`config.mk`:
```
export PLATFORM = sky130hd
export DESIGN_NAME = flj_queue
export DESIGN_NICKNAME = d
export VERILOG_FILES = /design/src/rtl/core/flj_pkg.sv /design/src/rtl/core/flj_queue.sv
export SDC_FILE = /design/constraint.sdc
export NUM_CORES = 1
export LEC_CHECK = 0
export ABC_AREA = 1
export BUFFER_PORTS_ARGS = -buffer_cell sky130_fd_sc_hd__clkbuf_2
export CORE_UTILIZATION = 38
export DETAILED_ROUTE_END_ITERATION = 8
export RECOVER_POWER = 50
export SYNTH_ARGS = -nofsm -noshare
export SYNTH_HDL_FRONTEND = slang
export SYNTH_SLANG_ARGS = --single-unit
```
`constraint.sdc`:
```
create_clock -name clk -period 5.3 [get_ports clk]
set_clock_uncertainty 0.1 [all_clocks]
set_input_delay 0.265 -clock clk [delete_from_list [all_inputs] [get_ports clk]]
set_output_delay 0.265 -clock clk [all_outputs]
set_load 0.01 [all_outputs]
```
`src/rtl/core/flj_pkg.sv`:
```
package flj_pkg;

  localparam int FLOW_IN_W = 4;
  localparam int SEQ_W     = 32;
  localparam int LEN_W     = 16;
  localparam int SECS_W    = 32;
  localparam int USECS_W   = 20;
  localparam int CNT_W     = 32;
  localparam int BYTES_W   = 48;
  localparam int DELAY_W   = 64;
  localparam int TRANSIT_W = 48;
  localparam int JIT_W     = 50;

  localparam int SDIFF_W   = SECS_W + 1;
  localparam int UDIFF_W   = USECS_W + 1;
  localparam int USCALE_W  = 21;
  localparam int PROD_W    = SDIFF_W + USCALE_W;
  localparam int SUM_W     = PROD_W + 1;

  localparam logic signed [USCALE_W-1:0] USEC_PER_SEC = 21'sd1000000;

  localparam int JIT_SHIFT = 4;
  localparam int JIT_ROUND = 8;

  localparam int Q_DEPTH   = 4;
  localparam int Q_PTR_W   = 2;
  localparam int Q_CNT_W   = 3;

  typedef struct packed {
    logic [FLOW_IN_W-1:0]        flow;
    logic [SEQ_W-1:0]            seq;
    logic [LEN_W-1:0]            len;
    logic signed [TRANSIT_W-1:0] transit;
  } flj_item_t;

  typedef struct packed {
    logic [CNT_W-1:0]            top;
    logic [CNT_W-1:0]            loss;
    logic [CNT_W-1:0]            reord;
    logic [CNT_W-1:0]            pkts;
    logic [BYTES_W-1:0]          bytes;
    logic signed [DELAY_W-1:0]   delay;
    logic signed [TRANSIT_W-1:0] last;
    logic [JIT_W-1:0]            jitter;
  } flj_stats_t;

endpackage

```
`src/rtl/core/flj_queue.sv`:
```
module flj_queue (
  input  logic               clk,
  input  logic               rst_n,
  input  logic               push_valid,
  output logic               push_ready,
  input  flj_pkg::flj_item_t push_item,
  output logic               pop_valid,
  input  logic               pop_ready,
  output flj_pkg::flj_item_t pop_item
);
  import flj_pkg::*;

  flj_item_t          q_r [Q_DEPTH];
  logic [Q_PTR_W-1:0] wr_ptr_r;
  logic [Q_PTR_W-1:0] wr_ptr_nxt;
  logic [Q_PTR_W-1:0] rd_ptr_r;
  logic [Q_PTR_W-1:0] rd_ptr_nxt;
  logic [Q_CNT_W-1:0] cnt_r;
  logic [Q_CNT_W-1:0] cnt_nxt;
  logic               push;
  logic               pop;

  assign push_ready = cnt_r != Q_CNT_W'(Q_DEPTH);
  assign pop_valid  = cnt_r != '0;
  assign push       = push_valid && push_ready;
  assign pop        = pop_valid && pop_ready;
  assign pop_item   = q_r[rd_ptr_r];

  always_comb begin
    wr_ptr_nxt = push ? wr_ptr_r + 1'b1 : wr_ptr_r;
    rd_ptr_nxt = pop ? rd_ptr_r + 1'b1 : rd_ptr_r;
    case ({push, pop})
      2'b10:   cnt_nxt = cnt_r + 1'b1;
      2'b01:   cnt_nxt = cnt_r - 1'b1;
      default: cnt_nxt = cnt_r;
    endcase
  end

  always_ff @(posedge clk) begin
    if (!rst_n) begin
      wr_ptr_r <= '0;
      rd_ptr_r <= '0;
      cnt_r    <= '0;
    end else begin
      wr_ptr_r <= wr_ptr_nxt;
      rd_ptr_r <= rd_ptr_nxt;
      cnt_r    <= cnt_nxt;
    end
  end

  always_ff @(posedge clk) begin
    if (push) begin
      q_r[wr_ptr_r] <= push_item;
    end
  end

endmodule

```
==> out/metrics.csv, run 1 <==
metric,value,unit
outcome,finished with violations,
failing checks,"capacitance limit, slew limit",
input/output buffers,205,
Min-Delay Path Class,flop to flop,
Routability Congestion,0.7032,
Initial DRT Pass Iterations,5,
via count,9457,
Layout area overhead,23.52,%
Post-Synthesis Cells,1035,
Initial Util,0.3868,
Final Hold Fails,0,
warning count from the yosys run,0,
WP data required,5.40,ns
synthesized area,15440,um2
final setup violation count,0,
Vias/cell,4.991,
fin area,19070,um2
unrepaired setup endpoints after global routing,no,
slowest CP cell,nor2_1,
total track usage,0.1601,
"Slew Viols, Final",72,
initial antenna violation count,2,
Avg Inst Size Synth,14.92,um2
Crit. End Element,flop,
critical-path cell list,nor2_1 -> nand2_1 -> nand2_1 -> nor2_1 -> buf_4,
Final period util,0.7168,
post-synthesis net count,1145,
top cell type's share of synthesized area,0.7780,
wire per inst,17.53,um
Post-DP HPWL,17930,um
H-tree depth,2,
clock tree sinks,409,
share of cells above drive strength 1,0.1404,
maximum VDD drop,0.3256,mV
CTS tree,built,
Worst Tran Pin Value,2.971,ns
number of cell rows,73,
Startpoint Class,flop,
TritonCTS Buffers,43,
post-CTS resize count,0,
# DRC,0,
Worst Hold Depth,2,
Power Density,463.9,nW/um2
worst path bufs/invs,1,
Synth area leaders,"edfxtp_1, nor2_1, o22ai_1, o21ai_0, o21ai_1",
post-synth top area cell,edfxtp_1,
WP depth,5,
LEAKAGE,6.480,nW
Final ANT Viol Nets,0,
reg2reg path depth,5,
slew margin rel.,-0.9805,
placed cell areas,16770,um2
crit path max fanout,27,
Post-Layout Cell Count,1895,
critical path type,flop to flop,
fin crit period,3.799,ns
cell family with most CP delay,simple AND/OR/NAND/NOR gates,
setup TNS,0,ns
Placed Cells,1714,
max cap viols,2,
pin count of the biggest net entering global routing,108,
Max Root-Sink Buffers,3,
Pwr Total,8.847,mW
first-pass GRT wire length,51380,um
Die H,203.6,um
Chip Width,203.6,um
Root Buffer,clkbuf_16,
Yosys reg bits,409,
number of global-route vias before repair,9426,
final WL,33230,um
Post CTS Setup Buffer Count,0,
worst r2r src,cnt_r[1]$_SDFFE_PN0P_,
sequential cell area fraction in the yosys report,0.7897,
clk_lat worst skew,0.55,ns
reg2reg setup slack,1.50,ns
Crit path largest cell delay,1.89,ns
r2r endpoint,q_r[0][78]$_DFFE_PP_,
Worst Path Arrival,3.90,ns
GR Overflow Total,0,
Die ar.,41440,um2
Nets,1447,
Clock transition at path regs,0.06,ns
Iter 0 DRT Violations,636,
count of cell types in the netlist,24,
num ports,206,
core area,39910,um2
Max Freq,263.2,MHz
Hold Crit Start,rd_ptr_r[1]$_SDFFE_PN0P_,
[tightest hold or removal path, stage by stage, from the launching register on]
cell and delay (ns):
dfxtp_1 0.32, nand2_1 0.07, a21oi_1 0.06
[cell families (layout without fill, tap and decap cells)]
logic type                 Yosys count  after routing  synth area share
other                                0              2                 0
AOI/OAI and AO/OA                  307            307            0.1094
and+or+nand+nor                    230            230           0.05665
buffers and inverters               83            416           0.03890
DFF                                409            409            0.7897
adders and majority gates            6              6          0.005349
[sequential cells by signal, summed over array words and instances (netlist names), named ones only]
signal	cells
cnt_r	3
q_r	400
rd_ptr_r	2
wr_ptr_r	2
[worst max-delay path by stage]
stage                                from                    to  slack (ns)
detailed placement  cnt_r[1]$_SDFFE_PN0P_  q_r[3][84]$_DFFE_PP_        2.58
CTS                                  flop          pop_item[31]        2.17
global placement    cnt_r[1]$_SDFFE_PN0P_  q_r[3][80]$_DFFE_PP_        2.64
global route        cnt_r[1]$_SDFFE_PN0P_  q_r[0][78]$_DFFE_PP_        1.17
finish              cnt_r[1]$_SDFFE_PN0P_  q_r[0][78]$_DFFE_PP_        1.50
floorplan           cnt_r[1]$_SDFFE_PN0P_   q_r[0][0]$_DFFE_PP_       -0.23
[through the flow]
step                      utilization  setup slack, ns  hold WS, ns
after global placement         0.4203            2.643       0.3773
after detailed placement       0.4203            2.575       0.3840
after global routing           0.4778            1.172       0.4030
after floorplan                     -          -0.2321       0.2639
final                          0.4778            1.501       0.3942
after CTS                      0.4811            2.166       0.3321
[layout by cell type, fill, tap and decap left out, types with 16 or more instances in the layout]
cell and n:
o21ai_0 102, edfxtp_1 400, nor2_1 205, inv_1 16, clkbuf_2 103, dlygate4sd3_1 103
o21ai_1 96, o22ai_1 98, clkbuf_16 45, clkbuf_1 111
[final cells by class]
class	count	area [um2]
fillers	3497	20850
flip-flops and latches	409	12200
multi-input cells	543	2669
repair buffers	322	2068
clock buffers	53	1156
well taps	525	656.9
clock inverters	23	241.5
inverters	18	73.82
diodes	2	5.005
[where the power goes]
part	switching, mW	total [mW]	leakage (nW)	internal [mW]
Sequential	0.0879	3.93	3.74	3.85
Clock	1.18	2.97	0.686	1.79
Combinational	1.30	1.94	2.05	0.641
Total	2.57	8.85	6.48	6.28
[layer usage]
metal	vias up	wire length, um	global-route usage	share of wire
met2	264	15920	0.2650	0.48
met5	-	0	0	0
met3	61	2215	0.04394	0.067
met1	4631	14300	0.2032	0.43
met4	0	789	0.05183	0.024
li1	4501	-	-	-
[synth_stat cells]
library cell / count
edfxtp_1: 400
nor2_1: 208
o21ai_0: 102
o22ai_1: 98
o21ai_1: 96
buf_6: 30
clkbuf_1: 22
inv_1: 16
nand2_1: 15
dfxtp_1: 9
clkbuf_2: 8
a21oi_1: 5
ha_1: 5
nand3_1: 5
o21ai_2: 4
clkbuf_8: 2
nor2_2: 2
o22ai_2: 2
buf_12: 1
buf_4: 1
buf_8: 1
clkinv_1: 1
fa_1: 1
inv_4: 1
[repair_timing]
action                                  4_1_cts  5_1_grt
endpoints found under the hold margin       409        0
endpoints found under the setup margin        0        0
hold buffers                                103        0
Power figures use the tool's default switching activity.
==> run 2: changes to the inputs <==
==> constraint.sdc (replaced) <==
create_clock -name clk -period 3.3 [get_ports clk]
set_clock_uncertainty 0.1 [all_clocks]
set_input_delay 0.165 -clock clk [delete_from_list [all_inputs] [get_ports clk]]
set_output_delay 0.165 -clock clk [all_outputs]
set_load 0.01 [all_outputs]
==> run 2 against run 1 <==
- the flow still finishes with violations (capacitance limit, slew limit)
- clock power up 60%
- global-route usage rose by 0.40 points
- hold slack got worse by 0.070 ns
- cell area increased by 0.37%
- sequential share of layout area decreased by 0.24 points
- setup slack lost 0.87 ns
- power grew 61%
- cell count grew 0.26%
- sequential power grew 60%
- flip-flop and latch count is the same
- combinational power is 65% higher
==> out/metrics.csv, run 2 (synthesized netlist as in run 1, its figures left out) <==
metric,value,unit,change
outcome,finished with violations,,
failing checks,"capacitance limit, slew limit",,
worst path bufs/invs,1,,unchanged
final setup violation count,0,,unchanged
Iter 0 DRT Violations,469,,-26%
maximum VDD drop,0.4143,mV,+27%
H-tree depth,2,,unchanged
Startpoint Class,flop,,
CTS tree,built,,
Crit path largest cell delay,1.13,ns,-0.76 ns
Worst Hold Depth,2,,unchanged
wire per inst,17.95,um,+2.4%
critical-path cell list,nor2_1 -> nand2_1 -> nand2_1 -> nor2_4 -> buf_2,,
Chip Width,203.6,um,unchanged
critical path type,flop to flop,,
Clock transition at path regs,0.06,ns,about the same
GR Overflow Total,0,,unchanged
Power Internal,10.11,mW,+61%
WP depth,5,,unchanged
Worst Tran Pin Value,1.523,ns,-1.447 ns
TritonCTS Buffers,42,,-2.3%
Hold Path Sink,q_r[0][53]$_DFFE_PP_,,
Switching Share,0.2900,,-0.0006207
Die H,203.6,um,unchanged
Die ar.,41440,um2,unchanged
Post-Layout Cell Count,1900,,+0.26%
Root Buffer,clkbuf_16,,
clock tree sinks,409,,unchanged
worst r2r src,cnt_r[1]$_SDFFE_PN0P_,,
final WL,34110,um,+2.7%
Max Freq,374.9,MHz,+42%
core area,39910,um2,unchanged
post-CTS resize count,0,,unchanged
Nets,1451,,+0.28%
clk_lat worst skew,0.54,ns,about the same
number of global-route vias before repair,9289,,-1.5%
reg2reg setup slack,0.63,ns,-0.87 ns
Max Root-Sink Buffers,3,,unchanged
fin crit period,2.668,ns,-1.131 ns
Final Hold Fails,0,,unchanged
Hold Crit Start,push_item[53],,
"Slew Viols, Final",55,,-24%
Initial Util,0.3868,,unchanged
"commonest cells after routing, fill and taps aside","edfxtp_1, nor2_1, clkbuf_1, dlygate4sd3_1, clkbuf_2",,
pin count of the biggest net entering global routing,144,,+33%
Vias/cell,4.939,,-1.0%
Initial DRT Pass Iterations,5,,unchanged
Power Density,743.6,nW/um2,+60%
LEAKAGE,6.512,nW,+0.50%
max cap viols,1,,-1
Final ANT Viol Nets,0,,unchanged
cell family with most CP delay,buffers and inverters,,
via count,9384,,-0.77%
Worst Path Arrival,2.71,ns,-1.19 ns
clock share of power,0.334,,-0.002
first-pass GRT wire length,51960,um,+1.1%
Placed Cells,1719,,+0.29%
Layout area overhead,23.98,%,
Fillers,3487,,-0.29%
placed cell areas,16860,um2,+0.52%
num ports,206,,unchanged
Switch Pwr,4.127,mW,+61%
reg2reg path depth,5,,unchanged
r2r endpoint,q_r[2][11]$_DFFE_PP_,,
Post-DP HPWL,17860,um,-0.39%
Largest Register,q_r,,
total track usage,0.1640,,+0.003978
"commonest non-fill, non-tap cell in the layout",edfxtp_1,,
WP data required,3.34,ns,-2.06 ns
fin util,0.4795,,+0.001787
slowest CP cell,buf_2,,
slew margin rel.,-0.01559,,+0.9649
crit path max fanout,54,,+100%
Crit. End Element,flop,,
Routability Congestion,0.7510,,+6.8%
initial antenna violation count,3,,+1
input/output buffers,205,,unchanged
# DRC,0,,unchanged
fin area,19140,um2,+0.37%
share of cells above drive strength 1,0.1435,,+0.003131
CP most frequent cell,nand2_1,,
Seq pwr share,0.441,,-0.004
unrepaired setup endpoints after global routing,no,,
largest registers,"q_r (400), cnt_r (3)",,
Min-Delay Path Class,input port to flop,,
number of cell rows,73,,unchanged
Final period util,0.8084,,+0.09159
number of flip-flops in the largest register,400,,unchanged
Comb pwr share,0.225,,+0.006
==> run 2: metal layers <==
| layer | global-route usage | vias to the layer above | wire, um |
|---|---|---|---|
| met2 | 0.2669 | 208 | 16530 |
| met1 | 0.2190 | 4625 | 15140 |
| li1 | - | 4515 | - |
| met3 | 0.03324 | 36 | 1808 |
| met4 | 0.05639 | 0 | 627 |
| met5 | 0 | - | 0 |
==> run 2: final cells by class <==
| type | instances | area [um2] | area share |
|---|---|---|---|
| Tap cell | 525 | 656.9 | 0.03432 |
| Sequential cell | 409 | 12200 | 0.6373 |
| Inverter | 18 | 73.82 | 0.003857 |
| Clock buffer | 53 | 1156 | 0.06040 |
| Timing Repair Buffer | 327 | 2141 | 0.1118 |
| Antenna cell | 2 | 5.005 | 0.0002615 |
| Multi-Input combinational cell | 543 | 2669 | 0.1394 |
| Clock inverter | 23 | 240.2 | 0.01255 |
==> run 2: worst register-to-register path: stages, from the launching register on <==
cell and delay, ns:
dfxtp_1 0.36, nor2_1 0.07, nand2_1 0.11, nand2_1 0.27, nor2_4 0.17, buf_2 1.13
==> run 2: how the worst max path moves through the flow <==
stage / from / endpoint / slack [ns]
floorplan: cnt_r[1]$_SDFFE_PN0P_ / q_r[0][0]$_DFFE_PP_ / -0.59
finish: cnt_r[1]$_SDFFE_PN0P_ / q_r[2][11]$_DFFE_PP_ / 0.63
detailed placement: cnt_r[1]$_SDFFE_PN0P_ / q_r[2][32]$_DFFE_PP_ / 1.06
CTS: flop / pop_item[20] / 0.73
global route: cnt_r[1]$_SDFFE_PN0P_ / q_r[2][8]$_DFFE_PP_ / 0.39
global placement: cnt_r[1]$_SDFFE_PN0P_ / cnt_r[2]$_SDFFE_PN0P_ / 1.10
==> run 2: through the flow <==
stage | hold WS [ns] | total power, mW | setup slack [ns] | TNS (ns)
2_1_floorplan | 0.1639 | 8.482 | -0.5922 | -236.89
3_3_place_gp | 0.2826 | 9.526 | 1.099 | 0
3_5_place_dp | 0.2831 | 9.563 | 1.062 | 0
4_1_cts | 0.2318 | 14.46 | 0.7263 | 0
5_1_grt | 0.3012 | 14.90 | 0.3917 | 0
6_report | 0.3238 | 14.23 | 0.6324 | 0
==> run 2: timing repair <==
item | CTS | global route
buffers inserted | 0 | 0
hold buffers | 103 | 0
hold endpoints to repair | 409 | 0
==> run 2: power groups by stage <==
stage / sequential (mW) / clock [mW] / combinational, mW
after global placement: 6.37 / 0 / 3.15
after CTS: 6.27 / 4.89 / 3.30
final: 6.27 / 4.75 / 3.21
after floorplan: 6.38 / 0 / 2.10
after detailed placement: 6.38 / 0 / 3.18
after global routing: 6.31 / 5.06 / 3.54
==> run 3: changes to the inputs <==
--- a/config.mk
+++ b/config.mk
@@ -5,7 +5,7 @@
 export SDC_FILE = /design/constraint.sdc
 export NUM_CORES = 1
 export LEC_CHECK = 0
-export ABC_AREA = 1
+export ABC_AREA = 0
 export BUFFER_PORTS_ARGS = -buffer_cell sky130_fd_sc_hd__clkbuf_2
 export CORE_UTILIZATION = 38
 export DETAILED_ROUTE_END_ITERATION = 8
==> constraint.sdc (replaced) <==
create_clock -name clk -period 2.4 [get_ports clk]
set_clock_uncertainty 0.1 [all_clocks]
set_input_delay 0.12 -clock clk [delete_from_list [all_inputs] [get_ports clk]]
set_output_delay 0.12 -clock clk [all_outputs]
set_load 0.01 [all_outputs]
==> run 3 against run 2 <==
- the flow now finishes without violations
- hold slack got worse by 0.063 ns
- power rose by 39%
- setup slack got worse by 0.50 ns
- critical path type is now flop to primary output
==> out/metrics.csv, run 3 <==
metric,value,unit,change
Synth area leaders,"edfxtp_1, mux4_2, buf_12, dfxtp_1, ha_1",,
GR Overflow Total,0,,unchanged
crit path max fanout,41,,-24%
critical path type,flop to primary output,,
worst r2r src,cnt_r[0]$_SDFFE_PN0P_,,
Pwr Total,19.85,mW,+39%
core area,38830,um2,-2.7%
Final Hold Fails,0,,unchanged
fin util,0.4900,,+0.01050
Hold Path Sink,q_r[1][62]$_DFFE_PP_,,
# DRC,0,,unchanged
Power Density,1043,nW/um2,+40%
Switch Pwr,5.109,mW,+24%
"commonest non-fill, non-tap cell in the layout",edfxtp_1,,
Root Buffer,clkbuf_16,,
reg2reg setup slack,0.23,ns,-0.40 ns
input/output buffers,205,,unchanged
Clock transition at path regs,0.06,ns,about the same
slowest CP cell,mux4_2,,
Worst Hold Depth,2,,unchanged
Min-Delay Path Class,input port to flop,,
Worst Tran Pin Value,0.5385,ns,-0.9849 ns
Comb pwr share,0.226,,about the same
TritonCTS Buffers,44,,+4.8%
Placed Cells,1291,,-25%
Initial DRT Pass Iterations,4,,-1
Die H,200.8,um,-1.4%
synthesized area,15010,um2,-2.8%
fin crit period,2.265,ns,
clock tree sinks,409,,unchanged
Final period util,0.9437,,
"Slew Viols, Final",0,,-100%
hold_ws,0.2611,ns,-0.06272 ns
Avg Inst Size Synth,26.15,um2,+75%
pin count of the biggest net entering global routing,60,,-58%
Initial Util,0.3866,,about the same
Crit path largest cell delay,0.58,ns,-0.55 ns
Startpoint Class,flop,,
warning count from the yosys run,0,,unchanged
sequential cell area fraction in the yosys report,0.8122,,+0.02251
Max Root-Sink Buffers,3,,unchanged
max cap viols,0,,-1
num ports,206,,unchanged
"commonest cells after routing, fill and taps aside","edfxtp_1, clkbuf_1, dlygate4sd3_1, clkbuf_2, mux4_2",,
number of global-route vias before repair,7717,,-17%
Largest Register,q_r,,
critical-path cell list,buf_16 -> mux4_2 -> clkbuf_2,,
clk_lat worst skew,0.55,ns,about the same
Iter 0 DRT Violations,356,,-24%
post-synthesis net count,684,,-40%
number of flip-flops in the largest register,400,,unchanged
Layout area overhead,26.76,%,
LEAKAGE,6.186,nW,-5.0%
placed cell areas,16710,um2,-0.90%
total track usage,0.1471,,-0.01698
slew margin rel.,0.6365,,+0.6521
Final ANT Viol Nets,0,,unchanged
Switching Share,0.2574,,-0.03257
number of synthesized flops with an enable pin,400,,unchanged
maximum VDD drop,0.8022,mV,+94%
worst path bufs/invs,2,,+1
final setup violation count,0,,unchanged
largest registers,"q_r (400), cnt_r (3)",,
most common cell in the synthesized netlist,edfxtp_1,,
first-pass GRT wire length,44970,um,-13%
Yosys reg bits,409,,unchanged
Post-DP HPWL,16780,um,-6.1%
Max Freq,441.5,MHz,
Routability Congestion,0.7109,,-5.3%
count of cell types in the netlist,24,,unchanged
r2r endpoint,cnt_r[2]$_SDFFE_PN0P_,,
H-tree depth,2,,unchanged
wire per inst,19.63,um,+9.3%
Power Internal,14.74,mW,+46%
Crit. End Element,primary output,,
CTS tree,built,,
fin area,19030,um2,-0.60%
GRT busiest layer,met2,,
post-synth top area cell,edfxtp_1,,
ys async rst share,0,,unchanged
Chip Width,200.8,um,-1.4%
cell family with most CP delay,multiplexers,,
initial antenna violation count,1,,-2
via count,7046,,-25%
Post-Synthesis Cells,574,,-45%
WP data required,2.18,ns,-1.16 ns
final WL,28910,um,-15%
Worst Path Arrival,2.04,ns,-0.67 ns
outcome,finished clean,,
clock share of power,0.331,,-0.003
Seq pwr share,0.443,,+0.002
met2 GRT Util,0.2300,,-0.03691
ys flop type,edfxtp_1,,
top cell type's share of synthesized area,0.8002,,+0.02218
Hold Crit Start,push_item[62],,
reg2reg path depth,9,,+4
Post-Layout Cell Count,1473,,-22%
Die ar.,40300,um2,-2.7%
GRT met1 Usage,0.1986,,-0.02034
met3 Use GR,0.04497,,+0.01173
share of cells above drive strength 1,0.2987,,+0.1553
Post CTS Setup Buffer Count,0,,unchanged
Post-synth top cells,"edfxtp_1, mux4_2, buf_12, buf_2, dfxtp_1",,
Nets,1033,,-29%
Vias/cell,4.783,,-3.1%
number of cell rows,72,,-1.4%
-- run 3: cell count changes after synthesis, moves of 8 or more --
cell and change:
clkbuf_1 -21, nor2_1 -207, clkbuf_2 -8, o21ai_1 -96
mux4_2 +100, nand2_1 -9, o22ai_1 -98, buf_2 +10
o21ai_0 -100, buf_12 +9, inv_1 -10, buf_6 -29
-- run 3: kinds of logic after synthesis --
kind of cell | Yosys count | share of synthesized area
compound gates | 6 | 0.002835
flops | 409 | 0.8122
buf+inv | 29 | 0.01942
fa+ha+maj | 6 | 0.005501
mux | 102 | 0.1514
simple gates | 18 | 0.006334
xor+xnor | 4 | 0.002334
-- run 3: power groups by stage --
stage,Clock (mW),Sequential (mW),Combinational (mW)
2_1_floorplan,0,8.89,3.12
3_3_place_gp,0,8.91,4.48
3_5_place_dp,0,8.94,4.49
4_1_cts,6.77,8.79,4.66
5_1_grt,7.06,8.85,4.87
6_report,6.57,8.79,4.49
-- run 3: how the worst max path moves through the flow --
stage                                      from  slack (ns)               endpoint  cells after the start
after floorplan           cnt_r[0]$_SDFFE_PN0P_       -0.28    q_r[0][0]$_DFFE_PP_                      3
after global placement    cnt_r[1]$_SDFFE_PN0P_        0.36  cnt_r[2]$_SDFFE_PN0P_                      9
after detailed placement  cnt_r[1]$_SDFFE_PN0P_        0.26  cnt_r[2]$_SDFFE_PN0P_                      9
after CTS                                  flop        0.06           pop_item[68]                      3
after global routing                       flop      -0.001           pop_item[68]                      3
final                                      flop        0.14           pop_item[68]                      3
-- run 3: worst reg2reg max path, delay by kind of cell (launching register included) --
kind	cells	cell delay, ns
buffers and inverters	2	0.15
xor gates and xnor gates	1	0.16
DFF	1	0.36
adders and majority gates	2	0.57
and+or+nand+nor	2	0.45
AOI/OAI and AO/OA	2	0.31
-- run 3: repair_timing --
action / in CTS / in global routing
hold endpoints to repair: 409 / 0
hold buffers: 104 / 0
endpoints found under the setup margin: 13 / 3
gates resized for setup: 1 / 1
-- run 3: metal layers --
layer	vias up	part of all wire
li1	3165	-
met1	3635	0.45
met2	196	0.47
met3	50	0.061
met4	0	0.022
met5	-	0
-- run 3: through the flow --
stage               setup WS, ns  setup TNS, ns
floorplan                -0.2801        -112.06
global placement          0.3638              0
detailed placement        0.2646              0
CTS                      0.05998              0
global route           -0.001491      -0.001491
finish                    0.1350              0
-- run 3: layout make-up --
| class | count | area [um2] |
|---|---|---|
| diodes | 1 | 2.502 |
| clock buffers | 53 | 1156 |
| clock inverters | 24 | 246.5 |
| fillers | 3230 | 19800 |
| inverters | 6 | 22.52 |
| multi-input cells | 136 | 2535 |
| flip-flops and latches | 409 | 12200 |
| well taps | 518 | 648.1 |
| repair buffers | 326 | 2217 |
