[src/rtl/core/flj_pkg.sv]
package flj_pkg;

  localparam int FLOW_IN_W = 4;
  localparam int SEQ_W     = 32;
  localparam int LEN_W     = 16;
  localparam int SECS_W    = 32;
  localparam int USECS_W   = 20;
  localparam int CNT_W     = 32;
  localparam int BYTES_W   = 48;
  localparam int DELAY_W   = 64;
  localparam int TRANSIT_W = 48;
  localparam int JIT_W     = 50;

  localparam int SDIFF_W   = SECS_W + 1;
  localparam int UDIFF_W   = USECS_W + 1;
  localparam int USCALE_W  = 21;
  localparam int PROD_W    = SDIFF_W + USCALE_W;
  localparam int SUM_W     = PROD_W + 1;

  localparam logic signed [USCALE_W-1:0] USEC_PER_SEC = 21'sd1000000;

  localparam int JIT_SHIFT = 4;
  localparam int JIT_ROUND = 8;

  localparam int Q_DEPTH   = 4;
  localparam int Q_PTR_W   = 2;
  localparam int Q_CNT_W   = 3;

  typedef struct packed {
    logic [FLOW_IN_W-1:0]        flow;
    logic [SEQ_W-1:0]            seq;
    logic [LEN_W-1:0]            len;
    logic signed [TRANSIT_W-1:0] transit;
  } flj_item_t;

  typedef struct packed {
    logic [CNT_W-1:0]            top;
    logic [CNT_W-1:0]            loss;
    logic [CNT_W-1:0]            reord;
    logic [CNT_W-1:0]            pkts;
    logic [BYTES_W-1:0]          bytes;
    logic signed [DELAY_W-1:0]   delay;
    logic signed [TRANSIT_W-1:0] last;
    logic [JIT_W-1:0]            jitter;
  } flj_stats_t;

endpackage

[src/rtl/core/flj_in_if.sv]
interface flj_in_if;
  logic        valid;
  logic        ready;
  logic [3:0]  flow_index;
  logic [31:0] sequence_req;
  logic [15:0] length_bytes;
  logic [31:0] sent_secs;
  logic [19:0] sent_usecs;
  logic [31:0] arrival_secs;
  logic [19:0] arrival_usecs;

  modport source (
    output valid, flow_index, sequence_req, length_bytes, sent_secs, sent_usecs,
           arrival_secs, arrival_usecs,
    input  ready
  );

  modport sink (
    input  valid, flow_index, sequence_req, length_bytes, sent_secs, sent_usecs,
           arrival_secs, arrival_usecs,
    output ready
  );
endinterface

[src/rtl/core/flj_front.sv]
module flj_front #(
  parameter int NUM_FLOWS = 16
) (
  input  logic              clk,
  input  logic              rst_n,
  flj_in_if.sink            in_pkt,
  output logic              push_valid,
  input  logic              push_ready,
  output flj_pkg::flj_item_t push_item
);
  import flj_pkg::*;

  logic                        accept;
  logic                        in_range;
  logic                        f1_v_r;
  logic                        f1_v_nxt;
  logic [FLOW_IN_W-1:0]        f1_flow_r;
  logic [SEQ_W-1:0]            f1_seq_r;
  logic [LEN_W-1:0]            f1_len_r;
  logic signed [PROD_W-1:0]    f1_prod_r;
  logic signed [UDIFF_W-1:0]   f1_udiff_r;
  logic signed [SDIFF_W-1:0]   sdiff;
  logic signed [UDIFF_W-1:0]   udiff;
  logic signed [SUM_W-1:0]     tsum;
  logic signed [TRANSIT_W-1:0] transit;

  assign in_pkt.ready = !f1_v_r || push_ready;
  assign accept       = in_pkt.valid && in_pkt.ready;
  assign in_range     = {{(32-FLOW_IN_W){1'b0}}, in_pkt.flow_index} < 32'(NUM_FLOWS);

  assign sdiff = $signed({1'b0, in_pkt.arrival_secs}) - $signed({1'b0, in_pkt.sent_secs});
  assign udiff = $signed({1'b0, in_pkt.arrival_usecs}) - $signed({1'b0, in_pkt.sent_usecs});

  // drop packets of flows outside the table at the door
  assign f1_v_nxt = (accept && in_range) || (f1_v_r && !push_ready);

  always_ff @(posedge clk) begin
    if (!rst_n) begin
      f1_v_r <= 1'b0;
    end else begin
      f1_v_r <= f1_v_nxt;
    end
  end

  always_ff @(posedge clk) begin
    if (accept) begin
      f1_flow_r  <= in_pkt.flow_index;
      f1_seq_r   <= in_pkt.sequence_req;
      f1_len_r   <= in_pkt.length_bytes;
      f1_prod_r  <= PROD_W'(sdiff) * PROD_W'(USEC_PER_SEC);
      f1_udiff_r <= udiff;
    end
  end

  assign tsum = SUM_W'(f1_prod_r) + SUM_W'(f1_udiff_r);

  // clamp transit to the signed 48-bit range
  always_comb begin
    if ((&tsum[SUM_W-1:TRANSIT_W-1]) || !(|tsum[SUM_W-1:TRANSIT_W-1])) begin
      transit = tsum[TRANSIT_W-1:0];
    end else if (tsum[SUM_W-1]) begin
      transit = {1'b1, {(TRANSIT_W-1){1'b0}}};
    end else begin
      transit = {1'b0, {(TRANSIT_W-1){1'b1}}};
    end
  end

  assign push_valid        = f1_v_r;
  assign push_item.flow    = f1_flow_r;
  assign push_item.seq     = f1_seq_r;
  assign push_item.len     = f1_len_r;
  assign push_item.transit = transit;

endmodule

[src/flat_wrapper.sv]
// flat-port wrapper written by rule: the top's interface ports become plain ports
module flj_front_flat import flj_pkg::*;
#(
  parameter int NUM_FLOWS = 16
)
  (clk, rst_n, push_valid, push_ready, push_item, in_pkt_valid, in_pkt_flow_index, in_pkt_sequence_req, in_pkt_length_bytes, in_pkt_sent_secs, in_pkt_sent_usecs, in_pkt_arrival_secs, in_pkt_arrival_usecs, in_pkt_ready);
  flj_in_if in_pkt_i ();
  input  logic clk;
  input  logic rst_n;
  output logic push_valid;
  input  logic push_ready;
  output flj_pkg::flj_item_t push_item;
  input wire logic [$bits(in_pkt_i.valid)-1:0] in_pkt_valid;
  input wire logic [$bits(in_pkt_i.flow_index)-1:0] in_pkt_flow_index;
  input wire logic [$bits(in_pkt_i.sequence_req)-1:0] in_pkt_sequence_req;
  input wire logic [$bits(in_pkt_i.length_bytes)-1:0] in_pkt_length_bytes;
  input wire logic [$bits(in_pkt_i.sent_secs)-1:0] in_pkt_sent_secs;
  input wire logic [$bits(in_pkt_i.sent_usecs)-1:0] in_pkt_sent_usecs;
  input wire logic [$bits(in_pkt_i.arrival_secs)-1:0] in_pkt_arrival_secs;
  input wire logic [$bits(in_pkt_i.arrival_usecs)-1:0] in_pkt_arrival_usecs;
  output wire logic [$bits(in_pkt_i.ready)-1:0] in_pkt_ready;
  assign in_pkt_i.valid = in_pkt_valid;
  assign in_pkt_i.flow_index = in_pkt_flow_index;
  assign in_pkt_i.sequence_req = in_pkt_sequence_req;
  assign in_pkt_i.length_bytes = in_pkt_length_bytes;
  assign in_pkt_i.sent_secs = in_pkt_sent_secs;
  assign in_pkt_i.sent_usecs = in_pkt_sent_usecs;
  assign in_pkt_i.arrival_secs = in_pkt_arrival_secs;
  assign in_pkt_i.arrival_usecs = in_pkt_arrival_usecs;
  assign in_pkt_ready = in_pkt_i.ready;
  flj_front #(.NUM_FLOWS(NUM_FLOWS)) u_core (.clk(clk), .rst_n(rst_n), .in_pkt(in_pkt_i), .push_valid(push_valid), .push_ready(push_ready), .push_item(push_item));
endmodule
[config.mk]
export PLATFORM = sky130hd
export DESIGN_NAME = flj_front_flat
export DESIGN_NICKNAME = d
export VERILOG_FILES = /design/src/rtl/core/flj_pkg.sv /design/src/rtl/core/flj_in_if.sv /design/src/rtl/core/flj_front.sv /design/src/flat_wrapper.sv
export SDC_FILE = /design/constraint.sdc
export NUM_CORES = 1
export LEC_CHECK = 0
export ABC_CLOCK_PERIOD_IN_PS = 12500
export BUFFER_PORTS_ARGS = -buffer_cell sky130_fd_sc_hd__buf_2
export CAP_MARGIN = 20
export CORE_MARGIN = 2
export CORE_UTILIZATION = 31
export CTS_BUF_LIST = sky130_fd_sc_hd__clkbuf_8
export DETAILED_ROUTE_END_ITERATION = 10
export PLACE_DENSITY = 0.59
export SYNTH_ARGS = -nofsm -noshare
export SYNTH_HDL_FRONTEND = slang
export SYNTH_SLANG_ARGS = --single-unit
[constraint.sdc]
create_clock -name clk -period 12.5 [get_ports clk]
set_clock_uncertainty 0.2 [all_clocks]
set_input_delay 2.5 -clock clk [delete_from_list [all_inputs] [get_ports clk]]
set_output_delay 2.5 -clock clk [all_outputs]
set_load 0.005 [all_outputs]
==> results of run 1 <==
[worst reg2reg max path, delay by kind of cell, from the launching register on]
family / cells / cell delay [ns]
buf+inv: 1 / 0.78
flops: 1 / 0.31
simple gates: 2 / 0.74
[metrics by stage]
stage	hold WS, ns	instance area [µm²]	setup WS (ns)
after floorplan	0.337	17600	2.54
after global placement	0.323	19700	1.55
after detailed placement	0.326	19700	1.44
after CTS	0.338	20100	1.93
after global routing	0.372	20100	1.34
final	0.332	20100	1.91
[Yosys cell counts, types with 14 or more instances]
cell type,n,area (µm²)
a31oi_1,15,93.8
and3_1,17,106
a21o_1,58,435
clkbuf_1,21,78.8
nor2b_1,18,113
inv_1,316,1190
nand2b_1,18,113
o21bai_1,22,165
edfxtp_1,121,3630
nand3_1,26,130
o21ai_0,60,300
a21oi_1,119,596
xor2_1,68,596
and2_1,14,87.6
o21a_1,32,240
nand2_1,70,263
ha_1,315,3940
a21boi_0,26,195
xnor2_1,80,701
nor2_1,83,312
fa_1,149,2980
[final timing paths]
path	startpoint	endpoint	depth (start not counted)
hold reg to reg	u_core.push_valid	u_core.push_valid	2
setup / recovery	in_pkt_arrival_secs[0]	u_core.f1_prod_r[49]	33
hold / removal	u_core.push_valid	u_core.push_valid	2
setup reg to reg	u_core.push_valid	u_core.f1_prod_r[21]	3
[layer usage]
| metal | part of all wire [%] | up-vias |
|---|---|---|
| li1 | - | 6747 |
| met1 | 48 | 6247 |
| met2 | 48 | 222 |
| met3 | 2.9 | 36 |
| met4 | 1.5 | 2 |
| met5 | 0.031 | - |
[logic make-up after synthesis]
family                     count (synthesis)
muxes                                      2
and+or+nand+nor                          298
adders and majority gates                464
xor gates and xnor gates                 150
buffers and inverters                    345
AOI/OAI and AO/OA                        425
DFF                                      122
[state kept, by name, indices dropped and copies added (netlist names)]
signal and cells:
u_core.f1_udiff_r 21, u_core.f1_flow_r 4, u_core.f1_prod_r 48, u_core.f1_len_r 16, u_core.f1_seq_r 32, u_core.push_valid 1
[cell type report]
type                       instances  area [µm²]  area share, %
tap                              756         946           4.70
clock inverter                    15         159          0.789
clock buffer                      17         234           1.16
multi-input combinational       1339       12600           62.6
timing repair buffer             268        1360           6.75
inverter                         316        1190           5.89
sequential                       122        3650           18.1
antenna                            1        2.50         0.0124
[cells in the final DEF (no fill, tap or decap), types with 58 or more instances in the layout]
cell type,synthesis,routed
xor2_1,68,68
inv_1,316,318
fa_1,149,149
edfxtp_1,121,121
nor2_1,83,83
a21o_1,58,58
o21ai_0,60,60
a21oi_1,119,119
ha_1,315,315
buf_2,5,261
nand2_1,70,70
xnor2_1,80,80
==> results.tsv, run 1 <==
stage	metric	value	unit
worst_setup_path	worst-path fanout max	5	
cells_and_area	layout cells sized above 1	15.1	%
job	MaxCap Viol Count	0	
sta	final worst path period share	84.7	%
logic_synthesis	Post-synth EDFFs	121	
worst_hold_path	Hold Crit Class	flip-flop to flip-flop	
global_routing	most used routing layer	met2	
sta	Worst Tran Pin Value	0.990	ns
clocking	hold buffers post-CTS	0	
logic_synthesis	fraction of registers with async set/reset	0	%
floorplan	Die W	242	µm
worst_setup_path	CP top delay family	compound AO/OA/AOI/OAI gates	
logic_synthesis	Seq/Total Area, Yosys	20.8	%
route	DR iter-0 viols	431	
worst_setup_path	R2R Setup Slk	10.02	ns
logic_synthesis	post-synthesis compound-gate area fraction	16.2	%
route	Routed wire per std cell	14.9	µm
cells_and_area	Final nets	2688	
logic_synthesis	Synth Net Count	2430	
route	total wire length	42100	µm
logic_synthesis	Seq cells post-synth	122	
sta	max-slew violations	0	
global_routing	vias in the first global route	13900	
clocking	CTS Buf Count	17	
global_routing	met2 Resource Use GR	25.1	%
sta	# setup viols final	0	
worst_setup_path	slowest CP cell	fa_1	
clocking	CTS Buffer Depth	2	
floorplan	die area	0.0585	mm²
place	gpl congestion	0.859	
logic_synthesis	Synth Cell Area	0.0176	mm²
logic_synthesis	warnings from Yosys	0	
worst_setup_path	crit end category	flip-flop	
global_routing	Tot GR Track Use	14.6	%
worst_setup_path	number of buffers and inverters on the critical path	5	
sta	RSZ-0062 raised after global routing	false	
global_routing	GR Overflow Total	0	
clocking	H-tree Lvls	4	
global_routing	largest net degree at the start of global routing	68	
cells_and_area	fill count	5704	
floorplan	# IOs	262	
logic_synthesis	simple-gate share of the synthesized area	8.28	%
clocking	root buf cell	clkbuf_8	
worst_setup_path	crit path DAT	10.61	ns
logic_synthesis	xor-xnor portion of the synthesized cell area	7.64	%
logic_synthesis	main combinational cell family by area after synthesis	adder cells	
clocking	worst skew pair latency	0.46	ns
logic_synthesis	multiplexer share of the synthesized area	0.114	%
place	IO Port Bufs	261	
sta	Rel. slew slack	33.5	%
route	post-route ant nets	0	
route	first-pass detailed-route iteration total	5	
cells_and_area	area delta synth->final	14.7	%
sta	fmax	94.4	MHz
logic_synthesis	Synth Flop Type	edfxtp_1	
clocking	# resized after CTS	0	
worst_setup_path	Worst EP required	12.51	ns
sta	endpoints failing hold	0	
floorplan	die height	242	µm
status	outcome	finished, final reports clean	
clocking	Clock Sinks	122	
route	DRC	0	
logic_synthesis	Post-Synth Adder-Cell Area	39.4	%
route	post-DR vias/cell	4.68	
clocking	Worst-path clk slew	0.07	ns
cells_and_area	Final Core Density	35.9	%
worst_setup_path	critical path class	input pin to flip-flop	
floorplan	row count	87	
route	routed vias	13300	
floorplan	area of the core	0.0562	mm²
global_routing	met1 Usage GRT	19.4	%
place	Post-DP HPWL	36400	µm
worst_setup_path	critical path's largest stage delay	0.48	ns
cells_and_area	Final Non-Filler Cells	2834	
logic_synthesis	syn_area_per_cell	9.72	µm²
worst_setup_path	crit start category	input pin	
global_routing	met3 Track Usage GR	1.37	%
sta	minimum clock period	10.59	ns
clocking	Setup Fix Bufs, Post-CTS	0	
global_routing	initial antenna violation count	2	
floorplan	initial core utilization	31.3	%
place	cell count after placement	2801	
sta	setup TNS	0	ns
global_routing	first-pass GRT wire length	69900	µm
clocking	CTS tree	built	
logic_synthesis	Netlist cell types	74	
logic_synthesis	Gate Count Post-Synth	1806	
Power of run 1 is not shown: default switching activity piles up to over one toggle a cycle in this logic, so the estimate is an artifact.
==> inputs of run 2 (changes only) <==
Settings changed: ABC_CLOCK_PERIOD_IN_PS 12500 to 9100, PLACE_DENSITY 0.59 to 0.6.
Clock period 12.5 ns to 9.1 ns, I/O delays scaled along.
==> results.tsv, run 2 (synthesis gave the netlist of run 1 again) <==
stage	metric	value	unit	change
status	outcome	finished, final reports clean		
route	DRC	0		unchanged
worst_setup_path	CP dominant cell by count	ha_4		
cells_and_area	Final nets	2899		+7.8%
floorplan	row count	87		unchanged
cells_and_area	commonest non-fill, non-tap cells in the layout	inv_1, ha_1, buf_2		
worst_setup_path	critical path's largest stage delay	0.57	ns	+0.09 ns
sta	final worst path period share	98.0	%	
worst_setup_path	slowest CP cell	fa_2		
worst_setup_path	critical path class	input pin to flip-flop		
sta	fmax	112	MHz	
sta	endpoints failing hold	0		unchanged
global_routing	Tot GR Track Use	14.8	%	+0.24 points
clocking	Clock Sinks	122		unchanged
floorplan	die area	0.0585	mm²	unchanged
worst_setup_path	CP endpoint	u_core.f1_prod_r[53]		
cells_and_area	largest register by flop count	u_core.f1_prod_r		
sta	RSZ-0062 raised after global routing	true		
place	Placed Area	0.0212	mm²	+7.6%
global_routing	first-pass GRT wire length	72100	µm	+3.1%
floorplan	# IOs	262		unchanged
floorplan	area of the core	0.0562	mm²	unchanged
route	first-pass detailed-route iteration total	5		unchanged
worst_setup_path	reg2reg start	u_core.push_valid		
cells_and_area	Final Core Density	39.8	%	+3.9 points
cells_and_area	biggest regs	u_core.f1_prod_r (48), u_core.f1_seq_r (32), u_core.f1_udiff_r (21)		
place	IO Port Bufs	261		unchanged
route	post-route ant nets	0		unchanged
global_routing	initial antenna violation count	1		-1
route	DR iter-0 viols	442		+2.6%
route	routed vias	14200		+7.2%
worst_setup_path	worst-path fanout max	3		-2
clocking	CTS Buffer Depth	2		unchanged
worst_setup_path	crit start category	input pin		
job	MaxCap Viol Count	0		unchanged
worst_hold_path	hold depth	2		unchanged
global_routing	vias in the first global route	14700		+6.2%
sta	minimum clock period	8.92	ns	
worst_setup_path	crit path DAT	8.95	ns	-1.66 ns
clocking	CTS Buf Count	17		unchanged
worst_setup_path	R2R Setup Slk	6.59	ns	-3.43 ns
cells_and_area	Final Non-Filler Cells	3044		+7.4%
route	total wire length	44100	µm	+4.7%
floorplan	Die W	242	µm	unchanged
floorplan	die height	242	µm	unchanged
clocking	worst skew pair latency	0.46	ns	about the same
sta	# setup viols final	0		unchanged
sta	Worst Tran Pin Value	1.02	ns	+0.0254 ns
clocking	Worst-path clk slew	0.08	ns	about the same
floorplan	initial core utilization	31.3	%	unchanged
cells_and_area	most common library cell in the layout ignoring fill and taps	inv_1		
place	cell count after placement	2996		+7.0%
cells_and_area	layout cells sized above 1	26.6	%	+12 points
global_routing	GR Overflow Total	0		unchanged
clocking	H-tree Lvls	4		unchanged
worst_setup_path	FF-to-FF End	u_core.f1_prod_r[22]		
worst_setup_path	FF-to-FF path depth	3		unchanged
cells_and_area	Largest register FFs	48		unchanged
global_routing	largest net degree at the start of global routing	72		+5.9%
sta	worst hold slack	0.353	ns	+0.0214 ns
worst_setup_path	Worst EP required	9.12	ns	-3.39 ns
clocking	root buf cell	clkbuf_8		
cells_and_area	area delta synth->final	27.2	%	
route	Routed wire per std cell	14.5	µm	-2.6%
sta	Rel. slew slack	32.3	%	-1.2 points
cells_and_area	Final Cell Area	0.0223	mm²	+11%
place	Post-DP HPWL	37800	µm	+3.7%
sta	max-slew violations	0		unchanged
worst_setup_path	crit end category	flip-flop		
place	gpl congestion	0.871		+1.4%
worst_hold_path	Hold Crit Class	flip-flop to flip-flop		
route	post-DR vias/cell	4.67		-0.22%
worst_setup_path	worst setup path startpoint	in_pkt_arrival_secs[0]		
clocking	CTS tree	built		
-- run 2: changes by cell type in the layout (fill, tap and decap cells not counted), sizes merged --
| cell | delta |
|---|---|
| buf | +211 |
| clkinv | -2 |
| inv | +1 |
-- run 2: what timing repair did --
action | CTS | global route
hold buffers | 0 | 0
endpoints found under the setup margin | 7 | 16
buffers inserted | 0 | 16
pin swaps | 5 | 79
resized for setup | 10 | 90
gates cloned | 0 | 0
hold endpoints to repair | 0 | 0
-- run 2: metrics by stage --
step | worst slack [ns] | setup TNS (ns)
after CTS | 0.000507 | 0
after global routing | -0.112 | -0.296
after floorplan | 0.0190 | 0
after global placement | -0.649 | -5.96
after detailed placement | -0.742 | -7.09
final | 0.179 | 0
-- run 2: layout make-up --
type / instances / area (µm²)
multi-input combinational: 1339 / 13200
timing repair buffer: 479 / 2960
clock inverter: 14 / 156
fill: 5612 / 33800
tap: 756 / 946
clock buffer: 17 / 234
antenna: 1 / 2.50
inverter: 316 / 1190
sequential: 122 / 3650
-- run 2: layer usage --
metal | vias up | global-route usage [%] | routed length [µm]
met5 | - | 0 | 0
met4 | 0 | 3.70 | 595
met3 | 33 | 1.47 | 1250
met2 | 258 | 26.4 | 21600
met1 | 6744 | 19.1 | 20600
li1 | 7170 | - | -
-- run 2: how the worst min path moves through the flow --
stage	start	to	slack, ns
after floorplan	u_core.push_valid	u_core.push_valid	0.34
after global placement	u_core.push_valid	u_core.push_valid	0.33
after detailed placement	u_core.push_valid	u_core.push_valid	0.35
after CTS	u_core.push_valid	u_core.push_valid	0.36
after global routing	u_core.push_valid	u_core.push_valid	0.41
final	u_core.push_valid	u_core.push_valid	0.35
-- run 2: worst max-delay path, delay by kind of cell --
kind	cells	cell delay, ns
AOI/OAI and AO/OA	18	3.52
xor gates and xnor gates	2	0.32
adders and majority gates	8	2.62
buffers and inverters	7	0.58
and+or+nand+nor	1	0.07
Power of run 2 is left out for the same reason.
==> inputs of run 3 (changes only) <==
Settings changed: CELL_PAD_IN_SITES_DETAIL_PLACEMENT from default to 0, CELL_PAD_IN_SITES_GLOBAL_PLACEMENT from default to 1, PLACE_DENSITY 0.6 to 0.72.
==> results.tsv, run 3 (synthesis gave the netlist of run 1 again) <==
stage	metric	value	unit	change
route	post-route ant nets	0		unchanged
sta	fmax	112	MHz	-0.40%
cells_and_area	largest register by flop count	u_core.f1_prod_r		
worst_setup_path	critical path's largest stage delay	0.60	ns	+0.03 ns
floorplan	Die W	242	µm	unchanged
place	gpl congestion	0.856		-1.8%
worst_setup_path	critical path depth in cells	32		-11%
sta	minimum clock period	8.96	ns	+0.0359 ns
sta	Rel. slew slack	39.6	%	+7.3 points
route	routed vias	14100		-0.61%
worst_setup_path	crit path DAT	8.97	ns	+0.02 ns
cells_and_area	layout cells sized above 1	27.8	%	+1.2 points
job	MaxCap Viol Count	0		unchanged
clocking	worst skew pair latency	0.46	ns	about the same
global_routing	first-pass GRT wire length	72100	µm	about the same
clocking	Clock Sinks	122		unchanged
place	Post-DP HPWL	37400	µm	-0.84%
worst_setup_path	slowest CP cell	fa_1		
clocking	hold buffers post-CTS	0		unchanged
cells_and_area	commonest non-fill, non-tap cells in the layout	inv_1, ha_1, buf_2		
place	IO Port Bufs	261		unchanged
floorplan	area of the core	0.0562	mm²	unchanged
floorplan	die height	242	µm	unchanged
sta	max-slew violations	0		unchanged
sta	# setup viols final	0		unchanged
worst_setup_path	critical path class	input pin to flip-flop		
clocking	CTS Buffer Depth	2		unchanged
worst_setup_path	Worst EP required	9.11	ns	about the same
clocking	H-tree Lvls	4		unchanged
floorplan	die area	0.0585	mm²	unchanged
sta	setup TNS	0	ns	unchanged
status	outcome	finished, final reports clean		
cells_and_area	most common library cell in the layout ignoring fill and taps	inv_1		
floorplan	initial core utilization	31.3	%	unchanged
worst_setup_path	crit start category	input pin		
cells_and_area	Final nets	2912		+0.45%
sta	endpoints failing hold	0		unchanged
sta	RSZ-0062 raised after global routing	true		
clocking	CTS Buf Count	17		unchanged
sta	setup ws final	0.143	ns	-0.0359 ns
cells_and_area	Largest register FFs	48		unchanged
clocking	CTS tree	built		
route	DRC	0		unchanged
worst_hold_path	hold depth	2		unchanged
worst_hold_path	Hold Crit Class	flip-flop to flip-flop		
floorplan	# IOs	262		unchanged
global_routing	initial antenna violation count	2		+1
floorplan	row count	87		unchanged
worst_setup_path	CP top delay family	compound AO/OA/AOI/OAI gates		
worst_setup_path	worst-path fanout max	5		+2
clocking	root buf cell	clkbuf_8		
route	first-pass detailed-route iteration total	5		unchanged
global_routing	GR Overflow Total	0		unchanged
cells_and_area	biggest regs	u_core.f1_prod_r (48), u_core.f1_seq_r (32), u_core.f1_udiff_r (21)		
worst_setup_path	crit end category	flip-flop		
sta	Worst Tran Pin Value	0.906	ns	-0.109 ns
global_routing	Tot GR Track Use	14.9	%	+0.057 points
route	total wire length	43700	µm	-0.92%
cells_and_area	fill count	5575		-0.66%
sta	final worst path period share	98.4	%	+0.39 points
worst_setup_path	number of buffers and inverters on the critical path	4		-3
route	DR iter-0 viols	406		-8.1%
cells_and_area	area delta synth->final	28.5	%	
route	post-DR vias/cell	4.62		-1.1%
place	Setup WS pre-CTS	-0.753	ns	-0.0117 ns
route	Routed wire per std cell	14.3	µm	-1.4%
global_routing	largest net degree at the start of global routing	62		-14%
worst_setup_path	FF-to-FF path depth	3		unchanged
global_routing	vias in the first global route	14800		+0.54%
clocking	Worst-path clk slew	0.07	ns	about the same
[run 3: layout make-up]
class	instances	area, µm²	share of cell area, %
clock inverter	15	173	0.765
inverter	316	1190	5.28
timing repair buffer	492	3050	13.5
tap	756	946	4.19
antenna	2	5.00	0.0222
multi-input combinational	1339	13300	59.0
clock buffer	17	234	1.04
sequential	122	3650	16.2
[run 3: timing repair]
| action | in CTS | in global routing |
|---|---|---|
| hold endpoints to repair | 0 | 0 |
| gates resized for setup | 11 | 98 |
| pin swaps | 5 | 92 |
| endpoints found under the setup margin | 7 | 17 |
| setup buffers | 3 | 15 |
[run 3: path summary, 6_finish.rpt]
check                         start  slack (ns)                     to
min               u_core.push_valid        0.35      u_core.push_valid
max reg2reg       u_core.push_valid        6.60  u_core.f1_udiff_r[19]
min reg2reg       u_core.push_valid        0.35      u_core.push_valid
max          in_pkt_arrival_secs[0]        0.14   u_core.f1_prod_r[53]
[run 3: stage by stage]
step | hold WS (ns) | util, % | cell area, µm² | instances
after detailed placement | 0.338 | 38.0 | 21300 | 3007
after global placement | 0.314 | 38.0 | 21300 | 3007
after floorplan | 0.337 | - | 17600 | 1806
after CTS | 0.350 | 38.8 | 21800 | 3042
final | 0.346 | 40.2 | 22600 | 3059
after global routing | 0.408 | 40.2 | 22600 | 3059
[run 3: metal layers]
| layer | global-route usage [%] | vias up | wire length (µm) |
|---|---|---|---|
| met5 | 0 | - | 0 |
| met4 | 4.70 | 0 | 729 |
| met3 | 1.36 | 31 | 1180 |
| met2 | 25.7 | 238 | 21000 |
| met1 | 19.6 | 6668 | 20800 |
| li1 | - | 7181 | - |
[run 3: tightest hold or removal path, cell delays in order (launching register included)]
cell,delay (ns)
dfxtp_1,0.31
nand2b_1,0.10
a21boi_0,0.09
Power of run 3 is left out for the same reason.
